**src/design/mau_pkg.sv**
```systemverilog
`default_nettype none
package mau_pkg;
    localparam int unsigned MW = 31;
    localparam logic [MW-1:0] RESET_MODULUS = 31'd998244353;

    typedef enum logic [2:0] {
        CMD_ADD = 3'd0,
        CMD_SUB = 3'd1,
        CMD_MUL = 3'd2,
        CMD_DIV = 3'd3,
        CMD_POW = 3'd4,
        CMD_INV = 3'd5,
        CMD_NEG = 3'd6,
        CMD_RED = 3'd7
    } cmd_t;

    typedef enum logic [1:0] {
        MOP_MUL = 2'd0,
        MOP_RED = 2'd1,
        MOP_DIV = 2'd2
    } mop_t;

    typedef struct packed {
        logic        start;
        mop_t        op;
        logic [63:0] x;
        logic [MW-1:0] y;
    } mreq_t;

    typedef struct packed {
        logic          done;
        logic [63:0]   quo;
        logic [MW-1:0] rem;
    } mrsp_t;

    typedef enum logic [4:0] {
        ST_IDLE, ST_RA, ST_RAW, ST_RB, ST_RBW, ST_DISP, ST_PMUL, ST_PMULW,
        ST_PSQ, ST_PSQW, ST_IDIV, ST_IDIVW, ST_IFIX, ST_FMUL, ST_FMULW, ST_OUT
    } state_t;
endpackage
`default_nettype wire

```
**src/design/modular_arithmetic_unit_top.sv**
```systemverilog
`default_nettype none
// Channel   Direction  Fields
// s_        in         command, operand_a, operand_b
// m_        out        result, operands_equal
// cfg_      in         modulus
// Each operand reduction and each Euclid step is one divide pass of the shared
// unit, and each product is one multiply-then-reduce pass. Reset is synchronous,
// active low. s_ready is low while a request is in work, a result waits or a
// configuration write is offered.
module modular_arithmetic_unit_top (
    input  wire logic        aclk,
    input  wire logic        aresetn,
    input  wire logic        s_valid,
    output logic             s_ready,
    input  wire logic [2:0]  s_command,
    input  wire logic signed [63:0] s_operand_a,
    input  wire logic signed [63:0] s_operand_b,
    output logic             m_valid,
    input  wire logic        m_ready,
    output logic [30:0]      m_result,
    output logic             m_operands_equal,
    input  wire logic        cfg_valid,
    output logic             cfg_ready,
    input  wire logic [30:0] cfg_modulus
);
    localparam int W = mau_pkg::MW;
    mau_pkg::state_t state_reg, state_next;
    mau_pkg::mreq_t req;
    mau_pkg::mrsp_t rsp;
    logic [W-1:0] mod_reg, m_eff, a_reg, b_reg, acc_reg, sq_reg, res_reg;
    logic [63:0] e_reg, ina_reg, inb_reg;
    logic [2:0] cmd_reg;
    logic neg_reg;
    logic signed [32:0] ex_reg, ey_reg, eu_reg, ev_reg;
    logic [63:0] mag_b;
    logic signed [64:0] qv;
    logic signed [32:0] nu;

    assign m_eff = (mod_reg == '0) ? W'(1) : mod_reg;
    assign mag_b = s_operand_b[63] ? 64'(-s_operand_b) : s_operand_b;
    assign cfg_ready = (state_reg == mau_pkg::ST_IDLE);
    assign s_ready = (state_reg == mau_pkg::ST_IDLE) && !cfg_valid;
    assign m_valid = (state_reg == mau_pkg::ST_OUT);
    assign m_result = res_reg;
    assign m_operands_equal = (a_reg == b_reg);

    mau_divider u_div (.aclk(aclk), .aresetn(aresetn), .req(req), .rsp(rsp));

    function automatic logic [W-1:0] fix(input logic [W-1:0] r, input logic neg,
                                         input logic [W-1:0] m);
        fix = (neg && r != '0) ? m - r : r;
    endfunction

    always_ff @(posedge aclk) begin
        if (!aresetn) begin
            state_reg <= mau_pkg::ST_IDLE;
            mod_reg <= mau_pkg::RESET_MODULUS;
        end else begin
            state_reg <= state_next;
            if (cfg_valid && cfg_ready) mod_reg <= cfg_modulus;
        end
    end

    always_comb begin
        qv = signed'({1'b0, rsp.quo[W-1:0]}) * ev_reg;
        nu = eu_reg - 33'(qv);
    end

    always_ff @(posedge aclk) begin
        case (state_reg)
            mau_pkg::ST_IDLE: if (s_valid && s_ready) begin
                cmd_reg <= s_command;
                ina_reg <= s_operand_a;
                inb_reg <= s_operand_b;
                e_reg <= mag_b;
                neg_reg <= s_operand_b[63];
            end
            mau_pkg::ST_RAW: if (rsp.done) a_reg <= fix(rsp.rem, ina_reg[63], m_eff);
            mau_pkg::ST_RBW: if (rsp.done) b_reg <= fix(rsp.rem, inb_reg[63], m_eff);
            mau_pkg::ST_DISP: begin
                acc_reg <= (m_eff == W'(1)) ? '0 : W'(1);
                sq_reg <= a_reg;
                case (mau_pkg::cmd_t'(cmd_reg))
                    mau_pkg::CMD_ADD: begin
                        res_reg <= ({1'b0, a_reg} + {1'b0, b_reg} >= {1'b0, m_eff}) ?
                            W'({1'b0, a_reg} + {1'b0, b_reg} - {1'b0, m_eff}) : a_reg + b_reg;
                    end
                    mau_pkg::CMD_SUB: res_reg <= (a_reg >= b_reg) ? a_reg - b_reg
                                                                  : a_reg + m_eff - b_reg;
                    mau_pkg::CMD_NEG: res_reg <= (a_reg == '0) ? '0 : m_eff - a_reg;
                    mau_pkg::CMD_RED: res_reg <= a_reg;
                    default: res_reg <= a_reg;
                endcase
                ex_reg <= 33'(cmd_reg == mau_pkg::CMD_INV ? a_reg : b_reg);
                ey_reg <= 33'(m_eff);
                eu_reg <= 33'sd1;
                ev_reg <= 33'sd0;
            end
            mau_pkg::ST_PMULW: if (rsp.done) acc_reg <= rsp.rem;
            mau_pkg::ST_PSQW: if (rsp.done) begin
                sq_reg <= rsp.rem;
                e_reg <= e_reg >> 1;
                if (e_reg == 64'd1 && neg_reg) begin
                    ex_reg <= 33'(acc_reg);
                end
            end
            mau_pkg::ST_IDIVW: if (rsp.done) begin
                ex_reg <= ey_reg;
                ey_reg <= 33'(rsp.rem);
                eu_reg <= ev_reg;
                ev_reg <= nu;
            end
            mau_pkg::ST_IFIX: begin
                if (m_eff == W'(1)) res_reg <= '0;
                else if (eu_reg < 0) res_reg <= W'(eu_reg + 33'(m_eff));
                else res_reg <= W'(eu_reg);
                if (cmd_reg == mau_pkg::CMD_POW) acc_reg <= W'(0);
            end
            mau_pkg::ST_FMULW: if (rsp.done) res_reg <= rsp.rem;
            default: ;
        endcase
        if (state_reg == mau_pkg::ST_PSQ && e_reg == '0) begin
            res_reg <= acc_reg;
        end
    end

    // Euclid divide uses quotient of x/y; x,y nonnegative so unsigned is exact.
    always_comb begin
        state_next = state_reg;
        req = '0;
        req.y = m_eff;
        case (state_reg)
            mau_pkg::ST_IDLE: if (s_valid && s_ready) state_next = mau_pkg::ST_RA;
            mau_pkg::ST_RA: begin
                req.start = 1'b1; req.op = mau_pkg::MOP_RED;
                req.x = ina_reg[63] ? 64'(-ina_reg) : ina_reg;
                state_next = mau_pkg::ST_RAW;
            end
            mau_pkg::ST_RAW: if (rsp.done) state_next = mau_pkg::ST_RB;
            mau_pkg::ST_RB: begin
                req.start = 1'b1; req.op = mau_pkg::MOP_RED;
                req.x = inb_reg[63] ? 64'(-inb_reg) : inb_reg;
                state_next = mau_pkg::ST_RBW;
            end
            mau_pkg::ST_RBW: if (rsp.done) state_next = mau_pkg::ST_DISP;
            mau_pkg::ST_DISP: begin
                case (mau_pkg::cmd_t'(cmd_reg))
                    mau_pkg::CMD_MUL: state_next = mau_pkg::ST_FMUL;
                    mau_pkg::CMD_DIV, mau_pkg::CMD_INV: state_next = mau_pkg::ST_IDIV;
                    mau_pkg::CMD_POW: state_next = mau_pkg::ST_PSQ;
                    default: state_next = mau_pkg::ST_OUT;
                endcase
            end
            mau_pkg::ST_PSQ: begin
                if (e_reg == '0) begin
                    state_next = neg_reg ? mau_pkg::ST_IDIV : mau_pkg::ST_OUT;
                end else if (e_reg[0]) begin
                    req.start = 1'b1; req.op = mau_pkg::MOP_MUL;
                    req.x = {2'b00, acc_reg, sq_reg};
                    state_next = mau_pkg::ST_PMULW;
                end else begin
                    req.start = 1'b1; req.op = mau_pkg::MOP_MUL;
                    req.x = {2'b00, sq_reg, sq_reg};
                    state_next = mau_pkg::ST_PSQW;
                end
            end
            mau_pkg::ST_PMULW: if (rsp.done) state_next = mau_pkg::ST_PMUL;
            mau_pkg::ST_PMUL: begin
                req.start = 1'b1; req.op = mau_pkg::MOP_MUL;
                req.x = {2'b00, sq_reg, sq_reg};
                state_next = mau_pkg::ST_PSQW;
            end
            mau_pkg::ST_PSQW: if (rsp.done) state_next = mau_pkg::ST_PSQ;
            mau_pkg::ST_IDIV: begin
                if (ey_reg == 0) state_next = mau_pkg::ST_IFIX;
                else begin
                    req.start = 1'b1; req.op = mau_pkg::MOP_DIV;
                    req.x = 64'(ex_reg[W:0]); req.y = W'(ey_reg);
                    state_next = mau_pkg::ST_IDIVW;
                end
            end
            mau_pkg::ST_IDIVW: if (rsp.done) state_next = mau_pkg::ST_IDIV;
            mau_pkg::ST_IFIX: state_next = (cmd_reg == mau_pkg::CMD_DIV) ? mau_pkg::ST_FMUL
                                                                       : mau_pkg::ST_OUT;
            mau_pkg::ST_FMUL: begin
                req.start = 1'b1; req.op = mau_pkg::MOP_MUL;
                req.x = {2'b00, a_reg, (cmd_reg == mau_pkg::CMD_DIV) ? res_reg : b_reg};
                state_next = mau_pkg::ST_FMULW;
            end
            mau_pkg::ST_FMULW: if (rsp.done) state_next = mau_pkg::ST_OUT;
            mau_pkg::ST_OUT: if (m_ready) state_next = mau_pkg::ST_IDLE;
            default: state_next = mau_pkg::ST_IDLE;
        endcase
    end

    assert property (@(posedge aclk) disable iff (!aresetn)
        m_valid |-> m_result < m_eff || m_eff == W'(1))
        else $error("result not reduced");
    assert property (@(posedge aclk) disable iff (!aresetn)
        (s_valid && s_ready) |=> !s_ready)
        else $error("accepted while busy");
    assert property (@(posedge aclk) disable iff (!aresetn)
        !(s_ready && m_valid))
        else $error("ready while result pending");
endmodule
`default_nettype wire

```
**src/design/mau_divider.sv**
```systemverilog
`default_nettype none
// Shared unit: multiply two 31-bit values packed in x[61:31] and x[30:0]
// (shift-add, one bit a cycle) and then divide the product by y, or divide
// a 64-bit value by a 31-bit one (restoring, one quotient bit a cycle).
module mau_divider (
    input  wire logic          aclk,
    input  wire logic          aresetn,
    input  wire mau_pkg::mreq_t req,
    output mau_pkg::mrsp_t     rsp
);
    logic [63:0] prod_reg, mcand_reg, quo_reg;
    logic [mau_pkg::MW-1:0] mplier_reg, div_reg, rem_reg;
    logic [6:0] cnt_reg;
    logic busy_reg, phase_reg, done_reg;
    logic [mau_pkg::MW:0] trial;

    assign trial = {rem_reg, quo_reg[63]} - {1'b0, div_reg};
    assign rsp.done = done_reg;
    assign rsp.quo = quo_reg;
    assign rsp.rem = rem_reg;

    always_ff @(posedge aclk) begin
        if (!aresetn) begin
            busy_reg <= 1'b0;
            done_reg <= 1'b0;
            phase_reg <= 1'b0;
            cnt_reg <= '0;
        end else if (req.start) begin
            busy_reg <= 1'b1;
            done_reg <= 1'b0;
            div_reg <= req.y;
            rem_reg <= '0;
            if (req.op == mau_pkg::MOP_MUL) begin
                phase_reg <= 1'b0;
                prod_reg <= '0;
                mcand_reg <= 64'(req.x[2*mau_pkg::MW-1:mau_pkg::MW]);
                mplier_reg <= req.x[mau_pkg::MW-1:0];
                cnt_reg <= 7'(mau_pkg::MW);
            end else begin
                phase_reg <= 1'b1;
                quo_reg <= req.x;
                cnt_reg <= 7'd64;
            end
        end else if (busy_reg && !phase_reg) begin
            done_reg <= 1'b0;
            prod_reg <= mplier_reg[0] ? prod_reg + mcand_reg : prod_reg;
            mplier_reg <= mplier_reg >> 1;
            mcand_reg <= mcand_reg << 1;
            if (cnt_reg == 7'd1) begin
                phase_reg <= 1'b1;
                quo_reg <= mplier_reg[0] ? prod_reg + mcand_reg : prod_reg;
                cnt_reg <= 7'd64;
            end else begin
                cnt_reg <= cnt_reg - 7'd1;
            end
        end else if (busy_reg) begin
            if (!trial[mau_pkg::MW]) begin
                rem_reg <= trial[mau_pkg::MW-1:0];
                quo_reg <= {quo_reg[62:0], 1'b1};
            end else begin
                rem_reg <= {rem_reg[mau_pkg::MW-2:0], quo_reg[63]};
                quo_reg <= {quo_reg[62:0], 1'b0};
            end
            cnt_reg <= cnt_reg - 7'd1;
            busy_reg <= (cnt_reg != 7'd1);
            done_reg <= (cnt_reg == 7'd1);
        end else begin
            done_reg <= 1'b0;
        end
    end
endmodule
`default_nettype wire

```
**config.mk**
```make
export PLATFORM = sky130hd
export DESIGN_NAME = modular_arithmetic_unit_top
export DESIGN_NICKNAME = d
export VERILOG_FILES = /design/src/design/mau_pkg.sv /design/src/design/modular_arithmetic_unit_top.sv /design/src/design/mau_divider.sv
export SDC_FILE = /design/constraint.sdc
export NUM_CORES = 2
export LEC_CHECK = 0
export BUFFER_PORTS_ARGS = -buffer_cell sky130_fd_sc_hd__buf_4
export CAP_MARGIN = 40
export CORE_AREA = 5 5 374 376
export CTS_BUF_LIST = sky130_fd_sc_hd__clkbuf_8
export CTS_CLUSTER_DIAMETER = 120
export DETAILED_ROUTE_END_ITERATION = 8
export DIE_AREA = 0 0 379 381
export PLACE_DENSITY = 0.72
export SLEW_MARGIN = 20
export SYNTH_ARGS = -nofsm -noshare
export SYNTH_HDL_FRONTEND = slang
export SYNTH_SLANG_ARGS = --single-unit
```
**constraint.sdc**
```tcl
create_clock -name aclk -period 11.1 [get_ports aclk]
set_clock_uncertainty 0.2 [all_clocks]
set_input_delay 1.665 -clock aclk [delete_from_list [all_inputs] [get_ports aclk]]
set_output_delay 1.665 -clock aclk [all_outputs]
set_load 0.03 [all_outputs]
```
==> reports/qor.yml <==
synth_edf_count: 763
cts_tree: "built"
final_max_slew_viol_count: 0
async_reset_ff_frac: 0
firstDrtPassIters: 9
crit_type: "reg -> reg"
hold_depth: 2
syn_area_per_cell_um2: 9.15
worstMarginPinSlew_ns: 1.23
synth-xor-area-share: 0.0609
cp-end-kind: "flop"
cp-start-kind: "flop"
synth-seq-cells: 808
io_pins: 202
htreeDepth: 4
dieHeight_um: 381
synth_top_area_share: 0.303
drc_errors: 6
crit_path_max_fanout: 19
stdcell_area_um2: 82600
synth_top_family_by_area: "adder cells"
antenna_found_initial: 19
violations: "design-rule violations"
dp_hpwl_um: 226000
setup_tns_ns: 0
clock.fmax_mhz: 126
portBuffers: 201
placed_cell_area_um2: 79400
syn_nets: 9408
hp-start: "mod_reg[22]$_SDFFE_PN0P_"
cts_setup_buffers: 0
maxCapViolations: 0
path_clk_slew_ns: 0.07
fp.dieW_um: 379
post-route-period-util: 0.718
gp_congestion: 1.05
postRouteAntennaNets: 0
outcome: "finished with violations"
area_growth_syn_to_layout_pct: 9.36
cts_hold_buf: 0
critPathRequiredTime_ns: 11.54
synth_fa_ha_area_frac: 0.213
synth_compound_area_frac: 0.165
grt_setup_unrepaired: "no"
first_global_vias: 63424
viasPerCell: 6.48
synthDistinctLibCells: 82
cts.path.max_buffers: 3
synth_area_leaders: "edfxtp_1, fa_1, ha_1, nand2_1, inv_1"
ys_warn_count: 0
grt_pass1_wl_um: 423000
synth_area_leader_cell: "edfxtp_1"
ff2ff_path_depth: 26
synth_mux_area_frac: 0.0203
wl_um: 292000
via_count: 66635
arrival_ns: 8.40
hold_end: "mod_reg[22]$_SDFFE_PN0P_"
drive_above_1_share: 0.0865
core_area_um2: 136000
rr_endpoint: "ev_reg[32]$_SDFFCE_PN0P_"
start_util: 0.553
cts-resized-gates: 0
cts_buffers: 150
nNetsFinal: 9513
synth_area_um2: 75500
synth-simple-area-share: 0.159
clock_sinks: 808
ys_seq_area_frac: 0.315
synth_cells: 8257
synthFlopType: "edfxtp_1"
hp-class: "reg -> reg"
postLayoutSetupSlackWorst_ns: 3.13
clk-insertion-delay-late_ns: 0.95
die_area_um2: 144000
grt-ovfl-total: 0
place_ws_ns: 3.16
r2r_start: "u_div.quo_reg[1]$_DFFE_PP_"
rows: 136
first_iter_violations: 9554
grt.total_usage: 0.397
finalSetupViolCount: 0
reg2reg_slack_ns: 3.13
clockRootBuffer: "clkbuf_8"
min_period_ns: 7.97
grt_max_degree: 184
hold_violations: 0
post_drt_wl_per_cell_um: 28.4
slew_headroom: 0.183
routing by layer:
layer / share of wire / track usage / routed length (um)
met5: 0.00015 / 0 / 45
met4: 0.071 / 0.229 / 20900
met3: 0.13 / 0.116 / 37100
met2: 0.42 / 0.569 / 122000
met1: 0.39 / 0.536 / 113000
synth_stat cells (168+ instances only):
master and number:
inv_1 882, xor2_1 245, a21o_1 168, and2_1 364, fa_1 508, clkbuf_1 413
nand2_1 1018, edfxtp_1 763, nor2_1 419, o21ai_0 573, xnor2_1 280, ha_1 476
a21oi_1 468
logic make-up after synthesis:
logic type / count (synthesis)
mux: 146
xor+xnor: 525
buf+inv: 1325
compound gates: 1951
simple gates: 2518
flops: 808
fa+ha+maj: 984
worst max-delay path, cell delays in order (launching register included):
cell	delay, ns
edfxtp_1	0.62
buf_8	0.26
and2_1	0.16
fa_1	0.50
inv_1	0.05
fa_1	0.52
inv_1	0.05
fa_1	0.48
fa_1	0.53
fa_1	0.51
inv_1	0.05
fa_1	0.49
fa_1	0.49
inv_1	0.05
fa_1	0.47
inv_1	0.04
ha_1	0.35
a21oi_1	0.16
nor2b_1	0.06
o21ai_0	0.17
nand2b_1	0.11
or3_1	0.33
o211ai_1	0.40
nand2b_1	0.10
a21oi_1	0.29
a221o_1	0.20
a21oi_1	0.06
cell usage in the layout (no fill, tap or decap), types with 120 or more instances in the layout:
cell type	instances
xor2_1	244
buf_4	342
nand2_1	1015
fa_1	508
clkbuf_8	150
nor2_1	407
nand3_1	131
inv_1	921
o21ai_0	571
ha_1	476
and2_1	364
edfxtp_1	763
a21oi_1	464
nor3_1	120
a21o_1	167
xnor2_1	280
worst max path at each step:
stage / start / to / depth (start not counted)
global placement: u_div.quo_reg[3]$_DFFE_PP_ / ev_reg[32]$_SDFFCE_PN0P_ / 24
finish: u_div.quo_reg[1]$_DFFE_PP_ / ev_reg[32]$_SDFFCE_PN0P_ / 26
detailed placement: ev_reg[12]$_SDFFCE_PN0P_ / ev_reg[32]$_SDFFCE_PN0P_ / 24
global route: ev_reg[14]$_SDFFCE_PN0P_ / ev_reg[31]$_SDFFCE_PN0P_ / 24
CTS: ev_reg[12]$_SDFFCE_PN0P_ / ev_reg[32]$_SDFFCE_PN0P_ / 24
floorplan: aresetn / u_div.mcand_reg[0]$_SDFFCE_PN0P_ / 2
per-stage QoR:
stage	utilization	hold WS, ns	std cells
finish	0.605	0.268	10291
global route	0.605	0.297	10279
CTS	0.604	0.266	10261
detailed placement	0.582	0.255	9987
global placement	0.578	0.245	9953
floorplan	-	0.241	8257
cell type report:
class / instances / area (um^2)
inverters: 886 / 3330
fillers: 11930 / 53900
clock inverters: 124 / 915
well taps: 1794 / 2240
clock buffers: 150 / 2060
flip-flops and latches: 808 / 23800
repair buffers: 392 / 3220
multi-input cells: 6124 / 47000
diodes: 13 / 32.5
Power is left out: the tool's default activity adds up to more than one toggle a clock period on the data nets, which glitch-free logic cannot reach.
